--- src/rtl/core/pmr_sqrt_pipe.sv ---
// pipelined integer square root, one result bit per stage, with floor root and remainder flag
module pmr_sqrt_pipe #(
  parameter int RW = 32,
  parameter int SW = 8
) (
  input  logic            clk_i,
  input  logic            rst_ni,
  input  logic            en_i,
  input  logic            vld_i,
  input  logic [2*RW-1:0] x_i,
  input  logic [SW-1:0]   side_i,
  output logic            vld_o,
  output logic [RW-1:0]   root_o,
  output logic            rem_nz_o,
  output logic [SW-1:0]   side_o
);
  localparam int XW = 2 * RW;

  logic [RW+1:0] rem_w  [RW+1];
  logic [RW-1:0] root_w [RW+1];
  logic [XW-1:0] x_w    [RW+1];
  logic [SW-1:0] side_w [RW+1];
  logic [RW:0]   vld_w;

  assign rem_w[0]  = '0;
  assign root_w[0] = '0;
  assign x_w[0]    = x_i;
  assign side_w[0] = side_i;
  assign vld_w[0]  = vld_i;

  for (genvar s = 0; s < RW; s++) begin : g_stage
    logic [RW+1:0] rem_sh;
    logic [RW+1:0] trial;
    logic          ge;
    logic [RW+1:0] rem_d;
    logic [RW+1:0] rem_q;
    logic [RW-1:0] root_q;
    logic [XW-1:0] x_q;
    logic [SW-1:0] side_q;
    logic          vld_q;

    // bring down the next bit pair and try the new root bit
    assign rem_sh = {rem_w[s][RW-1:0], x_w[s][XW-1 -: 2]};
    assign trial  = {root_w[s], 2'b01};
    assign ge     = (rem_sh >= trial);
    assign rem_d  = ge ? (rem_sh - trial) : rem_sh;

    always_ff @(posedge clk_i or negedge rst_ni) begin
      if (!rst_ni) begin
        vld_q <= 1'b0;
      end else if (en_i) begin
        vld_q <= vld_w[s];
      end
    end

    always_ff @(posedge clk_i) begin
      if (en_i) begin
        rem_q  <= rem_d;
        root_q <= {root_w[s][RW-2:0], ge};
        x_q    <= x_w[s] << 2;
        side_q <= side_w[s];
      end
    end

    assign rem_w[s+1]  = rem_q;
    assign root_w[s+1] = root_q;
    assign x_w[s+1]    = x_q;
    assign side_w[s+1] = side_q;
    assign vld_w[s+1]  = vld_q;
  end

  assign vld_o    = vld_w[RW];
  assign root_o   = root_w[RW];
  assign rem_nz_o = |rem_w[RW];
  assign side_o   = side_w[RW];

endmodule

--- config.mk ---
export PLATFORM = sky130hd
export DESIGN_NAME = pmr_sqrt_pipe
export DESIGN_NICKNAME = d
export VERILOG_FILES = /design/src/rtl/core/pmr_sqrt_pipe.sv
export SDC_FILE = /design/constraint.sdc
export NUM_CORES = 2
export LEC_CHECK = 0
export BUFFER_PORTS_ARGS = -buffer_cell sky130_fd_sc_hd__buf_4
export CORE_UTILIZATION = 40
export CTS_CLUSTER_DIAMETER = 30
export DETAILED_ROUTE_END_ITERATION = 8
export PLACE_DENSITY = 0.6
export SLEW_MARGIN = 10
export SYNTH_ARGS = -nofsm -noshare
export SYNTH_HDL_FRONTEND = slang
export SYNTH_SLANG_ARGS = --single-unit
--- constraint.sdc ---
create_clock -name clk_i -period 6.9 [get_ports clk_i]
set_input_delay 1.035 -clock clk_i [delete_from_list [all_inputs] [get_ports clk_i]]
set_output_delay 1.035 -clock clk_i [all_outputs]
set_load 0.005 [all_outputs]
Word-level counts from Yosys, hierarchy flattened --
Index checks and enable logic that the tools add are counted.
Storage, ports and cells: register bits 2805, bits in latches 0, RAM bits 0, ROM bits 0, input bits 76, output and inout port bits 42, word-level logic and storage cells 257, memories kept 0
Cells by class: add/subtract/negate cells 32, multipliers 0, div/mod/pow operators 0, magnitude comparators 32, eq/ne operators 0, shift operators 0, multiplexer cells 32, bitwise logic cells 0, reductions and logical operators 1
Operators by type and width (number):
- 32-bit 2-to-1 mux | 30
- 34-bit by 10-bit >= comparator with 1-bit output | 1
- 34-bit by 11-bit >= comparator with 1-bit output | 1
- 34-bit by 12-bit >= comparator with 1-bit output | 1
- 34-bit by 13-bit >= comparator with 1-bit output | 1
- 34-bit by 14-bit >= comparator with 1-bit output | 1
- 34-bit by 15-bit >= comparator with 1-bit output | 1
- 34-bit by 16-bit >= comparator with 1-bit output | 1
- 34-bit by 17-bit >= comparator with 1-bit output | 1
- 34-bit by 18-bit >= comparator with 1-bit output | 1
- 34-bit by 19-bit >= comparator with 1-bit output | 1
- 34-bit by 20-bit >= comparator with 1-bit output | 1
- 34-bit by 21-bit >= comparator with 1-bit output | 1
- 34-bit by 22-bit >= comparator with 1-bit output | 1
- 34-bit by 23-bit >= comparator with 1-bit output | 1
- 34-bit by 24-bit >= comparator with 1-bit output | 1
- 34-bit by 25-bit >= comparator with 1-bit output | 1
- 34-bit by 26-bit >= comparator with 1-bit output | 1
- 34-bit by 27-bit >= comparator with 1-bit output | 1
- 34-bit by 28-bit >= comparator with 1-bit output | 1
- 34-bit by 29-bit >= comparator with 1-bit output | 1
- 34-bit by 3-bit >= comparator with 1-bit output | 1
- 34-bit by 30-bit >= comparator with 1-bit output | 1
- 34-bit by 31-bit >= comparator with 1-bit output | 1
- other kinds (44) | 44

Logic depth before layout (Yosys ltp) --
word-level depth 2, gate-level depth with buffers 15, mapped depth without buffers 13

Worst setup path after synthesis --
No wires, ideal clock.
path kind register to register, from reg g_stage[28].rem_q[7], to reg g_stage[29].rem_q[11], data pin, setup time 268 ps, data arrival time 3420 ps, data required time 6632 ps, slack 3212 ps, stages on the path, launching flop included 14, buffers on the path 3, clock period less this slack 3688 ps, cells stage by stage edfxtp_1 > ha_1 > clkbuf_1 > a21o_1 > a221o_1 > a21oi_1 > o31a_1 > o21ai_1 > a311o_1 > a211oi_1 > o211a_1 > clkbuf_1 > clkbuf_1 > o21ai_0
Between the ends: cells in the longest elaborated chain, start to end 2, elaborated cells on any way between the ends 3, those cells by class add/sub (1); order compare (1); mux (1)
Ends and longest elaborated chain:
- start: declaration | line 36 | logic [RW+1:0] rem_q;
- start signal: assignment | line 58 | rem_q <= rem_d;
- 32-bit by 31-bit subtractor with 32-bit output or 34-bit by 31-bit >= comparator with 1-bit output (tied branches) | line 46, 45
- 32-bit 2-to-1 mux * | line 46 | assign rem_d = ge ? (rem_sh - trial) : rem_sh;
- net g_stage[29].rem_d[11] | line 35 | logic [RW+1:0] rem_d;
- end signal: assignment | line 58
- end: declaration | line 36
Mark *: on every way through the listed nets, which the timed path passes. The rest lies on a longest branch. A chain may end at the register's enable or synchronous reset.

Final worst setup path --
from reg g_stage[28].rem_q[9], to reg g_stage[29].rem_q[10], data pin
Between the ends: cells in the longest elaborated chain, start to end 2
Ends and longest elaborated chain:
- 34-bit by 31-bit >= comparator with 1-bit output | line 45 | assign ge = (rem_sh >= trial);
- 32-bit 2-to-1 mux | line 46
- net g_stage[29].rem_d[10] | line 35
The timed path passes the listed nets, and every way through them passes these cells.

==> summary.json <==
{
  "synthesis": {
    "yosys_register_bits": 2788,
    "synth_warnings": 0,
    "synth-xor-area-share": 0.0567,
    "main_combinational_cell_family_by_area_after_synthesis": "compound AO/OA/AOI/OAI gates",
    "post_synth_most_frequent_cells": "edfxtp_1 (2756), inv_1 (718), nand2_1 (622), ha_1 (563), nor2_1 (562)",
    "synth_cell_type_count": 85,
    "synth.most_common_cell": "edfxtp_1",
    "synthesized_instance_count": 9305,
    "post_synth_and_or_nand_nor_area_fraction": 0.0893,
    "area_share_of_fa_ha_maj_cells_after_synthesis": 0.0563,
    "muxShareOfSynthArea": 0.0115,
    "synth-edff-count": 2756,
    "net_count_after_synthesis": 9944,
    "synth_top_cells_by_area": "edfxtp_1 (66%), ha_1 (5.6%), xor2_1 (2.9%)",
    "post-synth-top-area-cell": "edfxtp_1",
    "yosys.area.top_type_share": 0.662,
    "async_reset_ff_frac": 0.0115,
    "avgSynthCellArea_um2": 13.4,
    "compound_cell_area_share_of_the_yosys_netlist": 0.0911,
    "post_synth_instance_area_um2": 125000,
    "postSynth.topFlopCell": "edfxtp_1",
    "synth_sequential_area_ratio": 0.668
  },
  "placed_design": {
    "dpl_cell_area_um2": 131000,
    "place_congestion": 0.939,
    "placedCellCount": 13400,
    "dp_hpwl_mm": 171,
    "dp_slack_ns": 2.15,
    "port-buffer-count": 117
  },
  "critical_path": {
    "worstSetupStartpointType": "flip-flop",
    "r2r-end": "g_stage[29].rem_q[10]$_DFFE_PP_",
    "regToRegStartpoint": "g_stage[28].rem_q[9]$_DFFE_PP_",
    "cp_cell_sequence": "ha_1 -> and3_1 -> a221o_1 -> a21oi_1 -> o31a_1 -> o21ai_1 -> a311o_1 -> a211oi_1 -> o211a_1 -> buf_4 -> mux2_2",
    "crit_slowest_cell": "o211a_1",
    "critPathKind": "reg -> reg",
    "slowest_delay_ns": 0.79,
    "endpoint_kind": "flip-flop",
    "worst-endpoint-arrival_ns": 5.48,
    "critPathRequiredTime_ns": 7.61,
    "setup.worst_path.start": "g_stage[28].rem_q[9]$_DFFE_PP_",
    "reg2regPathDepth": 11,
    "critPathMaxFanout": 29,
    "rrSetupSlack_ns": 2.14
  },
  "sta": {
    "post-route-min-period_ns": 4.76,
    "setup-tns-final_ns": 0,
    "min_period_over_period": 0.690,
    "fmax_mhz": 210,
    "final-max-slew-violation-count": 0,
    "finalSetupViolCount": 0,
    "worstMarginPinSlew_ns": 1.18,
    "slew-limit-headroom": 0.210,
    "final.hold.worst_slack_ns": 0.221,
    "grt_setup_unrepaired": "no",
    "setup_slack_ns": 2.14,
    "hold_violations": 0,
    "final.setup_skew_ns": 0.0448
  },
  "layout": {
    "finalNonFillerCells": 14500,
    "post-route-util": 0.488,
    "finish.instance_area_um2": 151000,
    "nets": 10600,
    "drive_above_1_share": 0.127,
    "flow.area_growth_from_synthesis_pct": 21.1
  },
  "detailed_routing": {
    "drt_pre_antenna_iters": 6,
    "viasPerCell": 5.12,
    "total_number_of_vias": 74400,
    "routed_wire_length_per_instance_um": 17.1,
    "drc": 0,
    "drt_iter0_markers": 4984,
    "totalWireLength_mm": 249,
    "route.antenna.remaining_nets": 0
  },
  "power_and_ir_drop": {
    "power_density_nw_per_um2": 402,
    "overall_power_consumption_mw": 60.9,
    "p_leak_nw": 58.4,
    "ir_worst_vdd_v": 0.000269
  },
  "flow_run": {
    "maxCapViolCount": 0
  },
  "clock_tree": {
    "cts_tree": "yes",
    "cts_root_buffer": "clkbuf_16",
    "clock_sinks": 2788,
    "ctsLongestPathBuffers": 4,
    "clock_tree.htree_level_count": 6,
    "cts_made_buffers": 583,
    "worst_setup_hold_path_clk_slew_ns": 0.05,
    "cts_setup_buffers": 0,
    "insertion_delay_to_the_later_sink_of_the_worst_skew_pair_ns": 0.98
  },
  "floorplanning": {
    "floorplan.initialDensity": 0.403,
    "die_width_um": 561,
    "floorplan.die.height_um": 561,
    "fp.dieArea_um2": 315000,
    "core_area_um2": 310000,
    "placementRows": 204,
    "ios": 118
  },
  "grt": {
    "grt-busiest-layer": "met2",
    "global_route_wire_length_before_repair_mm": 397,
    "grt.met2_usage": 0.265,
    "gr-usage-met3": 0.0272,
    "met1_usage": 0.188,
    "globalRouteTotalUtil": 0.155,
    "grt_remaining_overflow": 0,
    "antenna_found_initial": 5,
    "largest_net_degree_at_the_start_of_global_routing": 188,
    "vias_in_the_first_global_route": 75200
  },
  "worst_hold_path": {
    "cell_depth_of_the_worst_hold_path": 1,
    "min-delay-start": "x_i[44]",
    "worstHoldEndpoint": "g_stage[0].x_q[46]$_DFFE_PP_",
    "hold_path.class": "in -> reg"
  },
  "outcome": {
    "run_status": "finished clean"
  }
}
==> layer usage <==
metal  up-vias  wire length, um
li1      36000                -
met1     35800           104000
met2      1895           122000
met3       675            11600
met4         0            10700
met5         -                0
==> cells in the final DEF, fill, tap and decap left out, types with 166 or more instances in the layout <==
| cell | netlist | final |
|---|---|---|
| clkbuf_16 | 0 | 601 |
| nor3_1 | 236 | 234 |
| inv_1 | 718 | 718 |
| nand2_1 | 622 | 622 |
| buf_4 | 1 | 166 |
| xor2_1 | 412 | 412 |
| ha_1 | 563 | 563 |
| o21ai_0 | 470 | 469 |
| edfxtp_1 | 2756 | 2756 |
| a21o_1 | 257 | 257 |
| a21oi_1 | 556 | 555 |
| xnor2_1 | 398 | 398 |
| nor2_1 | 562 | 561 |
==> cell type report <==
cell class | count | area (um2)
Fill cell | 26600 | 159000
Sequential cell | 2788 | 83600
Multi-Input combinational cell | 5639 | 38200
Clock buffer | 661 | 15300
Tap cell | 4120 | 5150
Clock inverter | 411 | 4870
Inverter | 720 | 2700
Timing Repair Buffer | 182 | 1560
Antenna cell | 4 | 10.0
==> timing repair <==
| action | CTS | global route |
|---|---|---|
| hold endpoints to repair | 32 | 0 |
| endpoints found under the setup margin | 0 | 0 |
| gates resized for setup | 0 | 0 |
| hold buffers | 1 | 0 |
==> critical path, delay by kind of cell, from the launching register on <==
family / cells / cell delay, ns
AOI/OAI and AO/OA: 7 / 2.76
adders and majority gates: 1 / 0.37
buffers and inverters: 1 / 0.38
DFF: 1 / 0.38
muxes: 1 / 0.36
and+or+nand+nor: 1 / 0.23
==> kinds of logic (layout without fill, tap and decap cells) <==
logic type	count (synthesis)	count (layout)
flops	2788	2788
simple gates	2301	2301
compound gates	1835	1835
buf+inv	878	1974
xor+xnor	810	810
fa+ha+maj	563	563
mux	129	129
other cells	1	5
==> flip-flops by register name, summed over array words and instances, names as in the netlist <==
name and flops:
g_stage.vld_q 31, side_o 8, g_stage.root_q 496, root_o 32, g_stage.x_q 992, g_stage.side_q 248
vld_o 1, g_stage.rem_q 980
==> where the power goes <==
part	internal, mW	switching [mW]	total (mW)
sequential	21.6	1.38	23.0
combinational	4.21	5.78	10.0
clock	18.7	9.24	27.9
==> worst max path at each step <==
| stage | to | slack [ns] |
|---|---|---|
| finish | g_stage[29].rem_q[10]$_DFFE_PP_ | 2.14 |
| global route | g_stage[29].rem_q[10]$_DFFE_PP_ | 1.75 |
| CTS | g_stage[29].rem_q[10]$_DFFE_PP_ | 2.14 |
| detailed placement | g_stage[29].rem_q[10]$_DFFE_PP_ | 2.15 |
| global placement | g_stage[29].rem_q[10]$_DFFE_PP_ | 2.15 |
| floorplan | g_stage[29].rem_q[11]$_DFFE_PP_ | 3.21 |
(Power assumes the default switching activity.)
